[src/design/grid_astar_path_search_macros.svh]
// assertion macros of the grid path search rtl
// no dependencies; taken in by files that check their own logic
`ifndef GRID_ASTAR_PATH_SEARCH_MACROS_SVH
`define GRID_ASTAR_PATH_SEARCH_MACROS_SVH

// same-cycle implication under the synchronous active-low reset
`define GASP_CHK_IMPL(lbl, ck, rn, ante, cons, msg) \
  lbl: assert property (@(posedge ck) disable iff (!rn) (ante) |-> (cons)) else $error(msg);

// next-cycle implication under the synchronous active-low reset
`define GASP_CHK_NEXT(lbl, ck, rn, ante, cons, msg) \
  lbl: assert property (@(posedge ck) disable iff (!rn) (ante) |=> (cons)) else $error(msg);

`endif

[src/design/gasp_pkg.sv]
// types and constants of the grid path search block
// no dependencies; used by gasp_out and the top level
`timescale 1ns / 1ps

package gasp_pkg;

  // grid bounds; the memories are sized for them
  localparam int MAX_COLS = 8;
  localparam int MAX_ROWS = 8;

  localparam int CRDW = 4;

  localparam logic [1:0] CFG_MAP_WIDTH  = 2'd0;
  localparam logic [1:0] CFG_MAP_HEIGHT = 2'd1;
  localparam logic [1:0] CFG_TILE_SIZE  = 2'd2;

  localparam logic [1:0] MARK_NONE   = 2'd0;
  localparam logic [1:0] MARK_OPEN   = 2'd1;
  localparam logic [1:0] MARK_CLOSED = 2'd2;

  localparam logic [15:0] COST_STRAIGHT = 16'd10;
  localparam logic [15:0] COST_DIAG     = 16'd14;
  localparam logic [4:0]  H_SCALE       = 5'd10;

  localparam logic [6:0] K_LAST = 7'd63;
  localparam logic [6:0] K_MAX  = 7'd64;

  typedef logic [CRDW-1:0] crd_t;

  typedef struct packed {
    logic [15:0] f;
    crd_t        x;
    crd_t        y;
  } heap_ent_t;

  typedef struct packed {
    logic found;
    crd_t x;
    crd_t y;
    logic last;
  } out_req_t;

  typedef enum logic [4:0] {
    ST_INIT, ST_IDLE, ST_CHK, ST_CHK2, ST_CLR, ST_POP, ST_POP2, ST_SD, ST_SD2,
    ST_GRD, ST_GRD2, ST_NB, ST_NB2, ST_NB3, ST_SU, ST_SU2, ST_SUF, ST_ADV,
    ST_PATH, ST_PATH2, ST_EMIT, ST_EMIT2, ST_FAIL
  } gasp_state_t;

endpackage

[src/design/gasp_if.sv]


interface gasp_out_if;
  logic        valid;
  logic        ready;
  logic        found;
  logic [2:0]  step_x;
  logic [2:0]  step_y;
  logic [13:0] pixel_x;
  logic [13:0] pixel_y;
  logic        last;

  modport source (output valid, found, step_x, step_y, pixel_x, pixel_y, last, input ready);
  modport sink (input valid, found, step_x, step_y, pixel_x, pixel_y, last, output ready);
endinterface

[src/design/gasp_out.sv]
// result register of the path search: holds one result and forms pixel coordinates
// depends on gasp_pkg and gasp_out_if
`timescale 1ns / 1ps

module gasp_out
  import gasp_pkg::*;
(
  input  logic             clk,
  input  logic             rst_n,
  input  logic             load,
  input  out_req_t         req,
  input  logic [7:0]       tile_size,
  output logic             free,
  gasp_out_if.source       out_chan
);

  logic        valid_r, valid_nxt;
  out_req_t    req_r;
  logic [13:0] pix_x_r, pix_y_r;
  logic [13:0] pix_x_nxt, pix_y_nxt;

  assign free = !valid_r || out_chan.ready;

  // tile center: step * tile + tile / 2, zero for a failed search
  assign pix_x_nxt = req.found ?
                     (14'(req.x) * 14'(tile_size) + 14'(tile_size >> 1)) : '0;
  assign pix_y_nxt = req.found ?
                     (14'(req.y) * 14'(tile_size) + 14'(tile_size >> 1)) : '0;

  always_comb begin
    valid_nxt = valid_r;
    if (load) begin
      valid_nxt = 1'b1;
    end else if (out_chan.ready) begin
      valid_nxt = 1'b0;
    end
  end

  always_ff @(posedge clk) begin
    if (!rst_n) begin
      valid_r <= 1'b0;
    end else begin
      valid_r <= valid_nxt;
    end
  end

  always_ff @(posedge clk) begin
    if (load) begin
      req_r   <= req;
      pix_x_r <= pix_x_nxt;
      pix_y_r <= pix_y_nxt;
    end
  end

  assign out_chan.valid   = valid_r;
  assign out_chan.found   = req_r.found;
  assign out_chan.step_x  = req_r.x[2:0];
  assign out_chan.step_y  = req_r.y[2:0];
  assign out_chan.pixel_x = pix_x_r;
  assign out_chan.pixel_y = pix_y_r;
  assign out_chan.last    = req_r.last;

endmodule
[src/flat_wrapper.sv]
// flat-port wrapper written by rule: the top's interface ports become plain ports
module gasp_out_flat import gasp_pkg::*;
  (clk, rst_n, load, req, tile_size, free, out_chan_valid, out_chan_found, out_chan_step_x, out_chan_step_y, out_chan_pixel_x, out_chan_pixel_y, out_chan_last, out_chan_ready);
  gasp_out_if out_chan_i ();
  input  logic clk;
  input  logic rst_n;
  input  logic load;
  input  out_req_t req;
  input  logic [7:0] tile_size;
  output logic free;
  output wire logic [$bits(out_chan_i.valid)-1:0] out_chan_valid;
  output wire logic [$bits(out_chan_i.found)-1:0] out_chan_found;
  output wire logic [$bits(out_chan_i.step_x)-1:0] out_chan_step_x;
  output wire logic [$bits(out_chan_i.step_y)-1:0] out_chan_step_y;
  output wire logic [$bits(out_chan_i.pixel_x)-1:0] out_chan_pixel_x;
  output wire logic [$bits(out_chan_i.pixel_y)-1:0] out_chan_pixel_y;
  output wire logic [$bits(out_chan_i.last)-1:0] out_chan_last;
  input wire logic [$bits(out_chan_i.ready)-1:0] out_chan_ready;
  assign out_chan_valid = out_chan_i.valid;
  assign out_chan_found = out_chan_i.found;
  assign out_chan_step_x = out_chan_i.step_x;
  assign out_chan_step_y = out_chan_i.step_y;
  assign out_chan_pixel_x = out_chan_i.pixel_x;
  assign out_chan_pixel_y = out_chan_i.pixel_y;
  assign out_chan_last = out_chan_i.last;
  assign out_chan_i.ready = out_chan_ready;
  gasp_out u_core (.clk(clk), .rst_n(rst_n), .load(load), .req(req), .tile_size(tile_size), .free(free), .out_chan(out_chan_i));
endmodule
[config.mk]
export PLATFORM = sky130hd
export DESIGN_NAME = gasp_out_flat
export DESIGN_NICKNAME = d
export VERILOG_FILES = /design/src/design/grid_astar_path_search_macros.svh /design/src/design/gasp_pkg.sv /design/src/design/gasp_if.sv /design/src/design/gasp_out.sv /design/src/flat_wrapper.sv
export SDC_FILE = /design/constraint.sdc
export NUM_CORES = 1
export LEC_CHECK = 0
export BUFFER_PORTS_ARGS = -buffer_cell sky130_fd_sc_hd__buf_2
export CAP_MARGIN = 20
export CORE_MARGIN = 2
export CORE_UTILIZATION = 30
export DETAILED_ROUTE_END_ITERATION = 10
export PLACE_DENSITY = 0.46
export SLEW_MARGIN = 20
export SYNTH_ARGS = -nofsm -noshare
export SYNTH_HDL_FRONTEND = slang
export SYNTH_SLANG_ARGS = --single-unit
[constraint.sdc]
create_clock -name clk -period 12.3 [get_ports clk]
set_clock_uncertainty 0.15 [all_clocks]
set_input_delay 2.46 -clock clk [delete_from_list [all_inputs] [get_ports clk]]
set_output_delay 2.46 -clock clk [all_outputs]
set_load 0.02 [all_outputs]
# Word level (Yosys, flattened, before mapping)
# Index checks and enable logic that the tools add are counted.
# totals
ff_bits,37
in_bits,22
output_inout_bits,38
wordCells,16
# op_classes
addsub,2
multipliers,2
n_mux,2
reduce_logical,3
# op_table
cell,n
12-bit by 7-bit adder with 13-bit output,2
4-bit by 8-bit multiplier with 12-bit output,2
1-bit two-way mux,2
2-bit nonzero test,1
1-bit logical NOT,1
1-bit logical OR,1

# Longest topological paths before layout
# depth
word_depth,2
depth_mapped,13
mapped_depth_nobuf,13

# Worst setup path after synthesis
# OpenSTA, ideal clock, no wires.
# synth_path
path_kind,in2reg
start,input tile_size[3]
end,"register u_core.pix_x_r[9], in the netlist u_core.out_chan.pixel_x[9], data pin"
setup_time_ps,259
arrival_time_ps,5407
t_required_ps,11891
setup_slack_ps,6484
stages,12
n_path_buf,0
cell_sequence,and2_1 > fa_1 > fa_1 > inv_1 > fa_1 > inv_1 > ha_1 > o21ai_1 > o21bai_2 > a2111oi_4 > or3_1 > a21boi_1
# synth_between
elab_chain_cells,2
# synth_lines
element,line,text
from (decl),flat_wrapper.sv:9,input logic [7:0] tile_size;
4-bit by 8-bit multiplier with 12-bit output,gasp_out.sv:26,(14'(req.x) * 14'(tile_size) + 14'(tile_size >> 1)) : '0;
12-bit by 7-bit adder with 13-bit output (*),gasp_out.sv:26,
to (signal assigned),gasp_out.sv:50,pix_x_r <= pix_x_nxt;
to (decl),gasp_out.sv:19,"logic [13:0] pix_x_r, pix_y_r;"
# Mark *: on every way between the ends. The rest lies on a longest branch, timed or not.
# A chain may end at the register's enable or synchronous reset.

# Worst setup path in the final report
# layout_path
start,input tile_size[2]
end,"register u_core.pix_y_r[11], in the netlist u_core.out_chan.pixel_y[11], data pin"
# layout_between
elab_chain_cells,2
# layout_lines
element,line,text
4-bit by 8-bit multiplier with 12-bit output,gasp_out.sv:28,(14'(req.y) * 14'(tile_size) + 14'(tile_size >> 1)) : '0;
12-bit by 7-bit adder with 13-bit output (*),gasp_out.sv:28,
to (signal assigned),gasp_out.sv:51,pix_y_r <= pix_y_nxt;
to (decl),gasp_out.sv:19,
# Marked as above.

==> impl_metrics.json <==
{
  "status": "finished, final reports clean",
  "clkSlewWorstSetupHoldPaths_ns": 0.05,
  "vias_per_cell": 4.570,
  "area_delta_synth_final_pct": 16.97,
  "r2r_setup_slack_ns": 11.55,
  "use_met3_pct": 2.406,
  "p_leak_nw": 2.128,
  "antenna_found_initial": 0,
  "dpl.cell_count": 581,
  "worstPathCellList": "buf_2 > and2_1 > fa_1 > fa_1 > inv_1 > fa_1 > inv_1 > ha_1 > o21ai_0 > o31ai_1 > a31oi_1 > xnor2_1 > and2_1",
  "cts_root_buf": "clkbuf_16",
  "busiest_layer": "met2",
  "initial_core_util_pct": 30.92,
  "yosysWarnings": 0,
  "grt_start_max_net_pins": 36,
  "min_path_type": "flop to flop",
  "cts_max_level": 2,
  "nets": 526,
  "placed_area_um2": 4199,
  "max_cap_viol_count": 0,
  "critical_path_required_ns": 12.19,
  "drt-initial-drc-count": 87,
  "slowest_delay_ns": 0.56,
  "cts_tree": "built",
  "track_usage_pct": 11.97,
  "grt_pass1_wl_mm": 12.81,
  "place_congestion": 0.8242,
  "maxSlewHeadroom_pct": 46.91,
  "rsz0062_at_grt": "no",
  "regToRegStartpoint": "u_core.out_chan.valid",
  "peakVddDrop_mv": 0.05398,
  "tightest_slew_ns": 0.7964,
  "synth-edff-count": 34,
  "synth_top_cell_by_area": "edfxtp_1",
  "crit_slowest_cell": "fa_1",
  "portBuffers": 57,
  "grt_pass1_vias": 2746,
  "cp-startpoint": "tile_size[2]",
  "ys_types": 40,
  "fmax_ghz": 0.1686,
  "overflow": 0,
  "power_mw": 0.5918,
  "nFillCells": 1243,
  "drc": 0,
  "hold_viol": 0,
  "synthCells": 360,
  "die_area_um2": 13340,
  "end_kind": "flop",
  "die_x_um": 115.5,
  "core_um2": 12060,
  "globalRouteMet1Util_pct": 16.58,
  "critical_path.startpoint_type": "input port",
  "cts_sinks": 35,
  "ys.flop_type": "edfxtp_1",
  "synthTopCellsByArea": "edfxtp_1 27%, fa_1 19%, ha_1 16%",
  "yosysSeqAreaShare_pct": 27.91,
  "netlist.area_leader.share_pct": 27.37,
  "cts_resized": 0,
  "crit_arrival_ns": 5.82,
  "cp_max_fo": 10,
  "use_met2_pct": 18.60,
  "place_hpwl_mm": 5.700,
  "async_flop_share_pct": 0,
  "cp-endpoint": "u_core.out_chan.pixel_y[11]",
  "p_per_area_nw_per_um2": 135.7,
  "io_pins": 60,
  "final_util_pct": 36.17,
  "cts_hold_buf": 0,
  "wire_per_inst_um": 12.15,
  "synth_seq_cells": 35,
  "cts_made_buffers": 5,
  "ctsLongestPathBuffers": 2,
  "syn_area_um2": 3730,
  "maxSlewViolCount": 0,
  "final_cells": 589,
  "fin_crit_sh_pct": 48.21,
  "vias": 2692,
  "r2r-end": "u_core.out_chan.valid",
  "final.setup.tns_ns": 0,
  "final_area_um2": 4363,
  "reg2regPathDepth": 2,
  "finalSetupViolations": 0,
  "critPathMostFrequentCell": "fa_1",
  "path_class": "input port to flop",
  "drt-pass1-iter-count": 4,
  "routed_wl_mm": 7.154,
  "layout_min_cycle_time_ns": 5.930,
  "antennaDiodeCount": 0,
  "clk_latency_ns": 0.28,
  "cts_setup_buffers": 0,
  "ant_nets": 0,
  "drive_gt1_share_pct": 16.86,
  "postSynthAreaPerCell_um2": 10.36,
  "num_rows": 40,
  "die_h_um": 115.5
}
-- where the power goes --
group | internal (mW) | leakage, nW | switching, mW | total [mW]
clock network | 0.0944 | 0.0812 | 0.0471 | 0.142
logic | 0.120 | 1.71 | 0.168 | 0.288
registers | 0.158 | 0.337 | 0.00397 | 0.162
total | 0.372 | 2.13 | 0.219 | 0.592
-- metrics by stage --
| stage | setup WS [ns] | hold slack [ns] |
|---|---|---|
| final | 6.370 | 0.3464 |
| after global routing | 6.241 | 0.4042 |
| after CTS | 6.387 | 0.3519 |
| after detailed placement | 6.117 | 0.3437 |
| after global placement | 6.144 | 0.3290 |
| after floorplan | 6.484 | 0.5861 |
-- routing by layer --
metal | up-vias | part of all wire [%]
met5 | - | 0
met2 | 59 | 44
met3 | 6 | 5.0
met1 | 1312 | 50
li1 | 1315 | -
met4 | 0 | 1.6
-- worst max-delay path, delay by kind of cell --
| family | cells | cell delay, ns |
|---|---|---|
| compound gates | 3 | 0.72 |
| fa+ha+maj | 4 | 1.90 |
| buf+inv | 3 | 0.26 |
| xor+xnor | 1 | 0.14 |
| simple gates | 2 | 0.33 |
-- logic make-up (layout without fill, tap and decap cells) --
family                     count (synthesis)  after routing  synth area share (%)
other                                      1              2                0.1005
AOI/OAI and AO/OA                         52             52                 10.10
DFF                                       35             35                 27.91
and+or+nand+nor                          112            112                 16.50
adders and majority gates                 84             84                 35.42
muxes                                      4              4                 1.074
buffers and inverters                     62            122                 6.542
xor gates and xnor gates                  10             10                 2.348
-- registers in the layout, indices dropped and copies added, names as in the netlist --
name	cells
u_core.out_chan.pixel_y	13
u_core.out_chan.step_y	3
u_core.out_chan.last	1
u_core.out_chan.pixel_x	13
u_core.out_chan.found	1
u_core.out_chan.step_x	3
u_core.out_chan.valid	1
-- worst min-delay path by stage --
stage / from / to / slack, ns / cells after the start
after detailed placement: u_core.out_chan.valid / u_core.out_chan.valid / 0.34 / 2
final: u_core.out_chan.valid / u_core.out_chan.valid / 0.35 / 2
after global routing: u_core.out_chan.valid / u_core.out_chan.valid / 0.40 / 2
after CTS: u_core.out_chan.valid / u_core.out_chan.valid / 0.35 / 2
after global placement: u_core.out_chan.valid / u_core.out_chan.valid / 0.33 / 2
after floorplan: u_core.out_chan.valid / u_core.out_chan.valid / 0.59 / 2
-- area by class of cell --
class / count / area (um2) / share of cell area [%]
multi-input combinational: 264 / 2449 / 56.12
sequential: 35 / 1041 / 23.86
timing repair buffer: 57 / 285.3 / 6.539
inverter: 57 / 214.0 / 4.904
tap: 168 / 210.2 / 4.818
clock buffer: 5 / 125.1 / 2.868
clock inverter: 3 / 38.79 / 0.8890
-- Yosys cell counts, drive strengths merged, types with 2 or more instances --
master / instances
a211oi: 7
a21boi: 3
a21o: 6
a21oi: 13
a31o: 2
a31oi: 3
and2: 62
and3: 3
buf: 3
clkbuf: 2
edfxtp: 34
fa: 36
ha: 48
inv: 57
mux2i: 4
nand2: 27
nand2b: 4
nand3: 4
nand4: 2
nor2: 6
nor2b: 2
o21a: 2
o21ai: 10
xnor2: 6
xor2: 4
-- placed cells by master, fill, tap and decap left out, types with 3 or more instances in the layout --
cell type	Yosys	routed
edfxtp_1	34	34
o21ai_0	8	8
nand2_1	27	27
ha_1	48	48
a31oi_1	3	3
nand2b_1	4	4
and2_1	62	62
nand3_1	4	4
xnor2_1	6	6
clkbuf_16	0	5
buf_2	0	57
nor2_1	6	6
a21oi_1	13	13
mux2i_1	4	4
and3_1	3	3
fa_1	36	36
xor2_1	4	4
a211oi_1	5	5
a21o_1	5	5
inv_1	57	57
(Power assumes the default switching activity.)
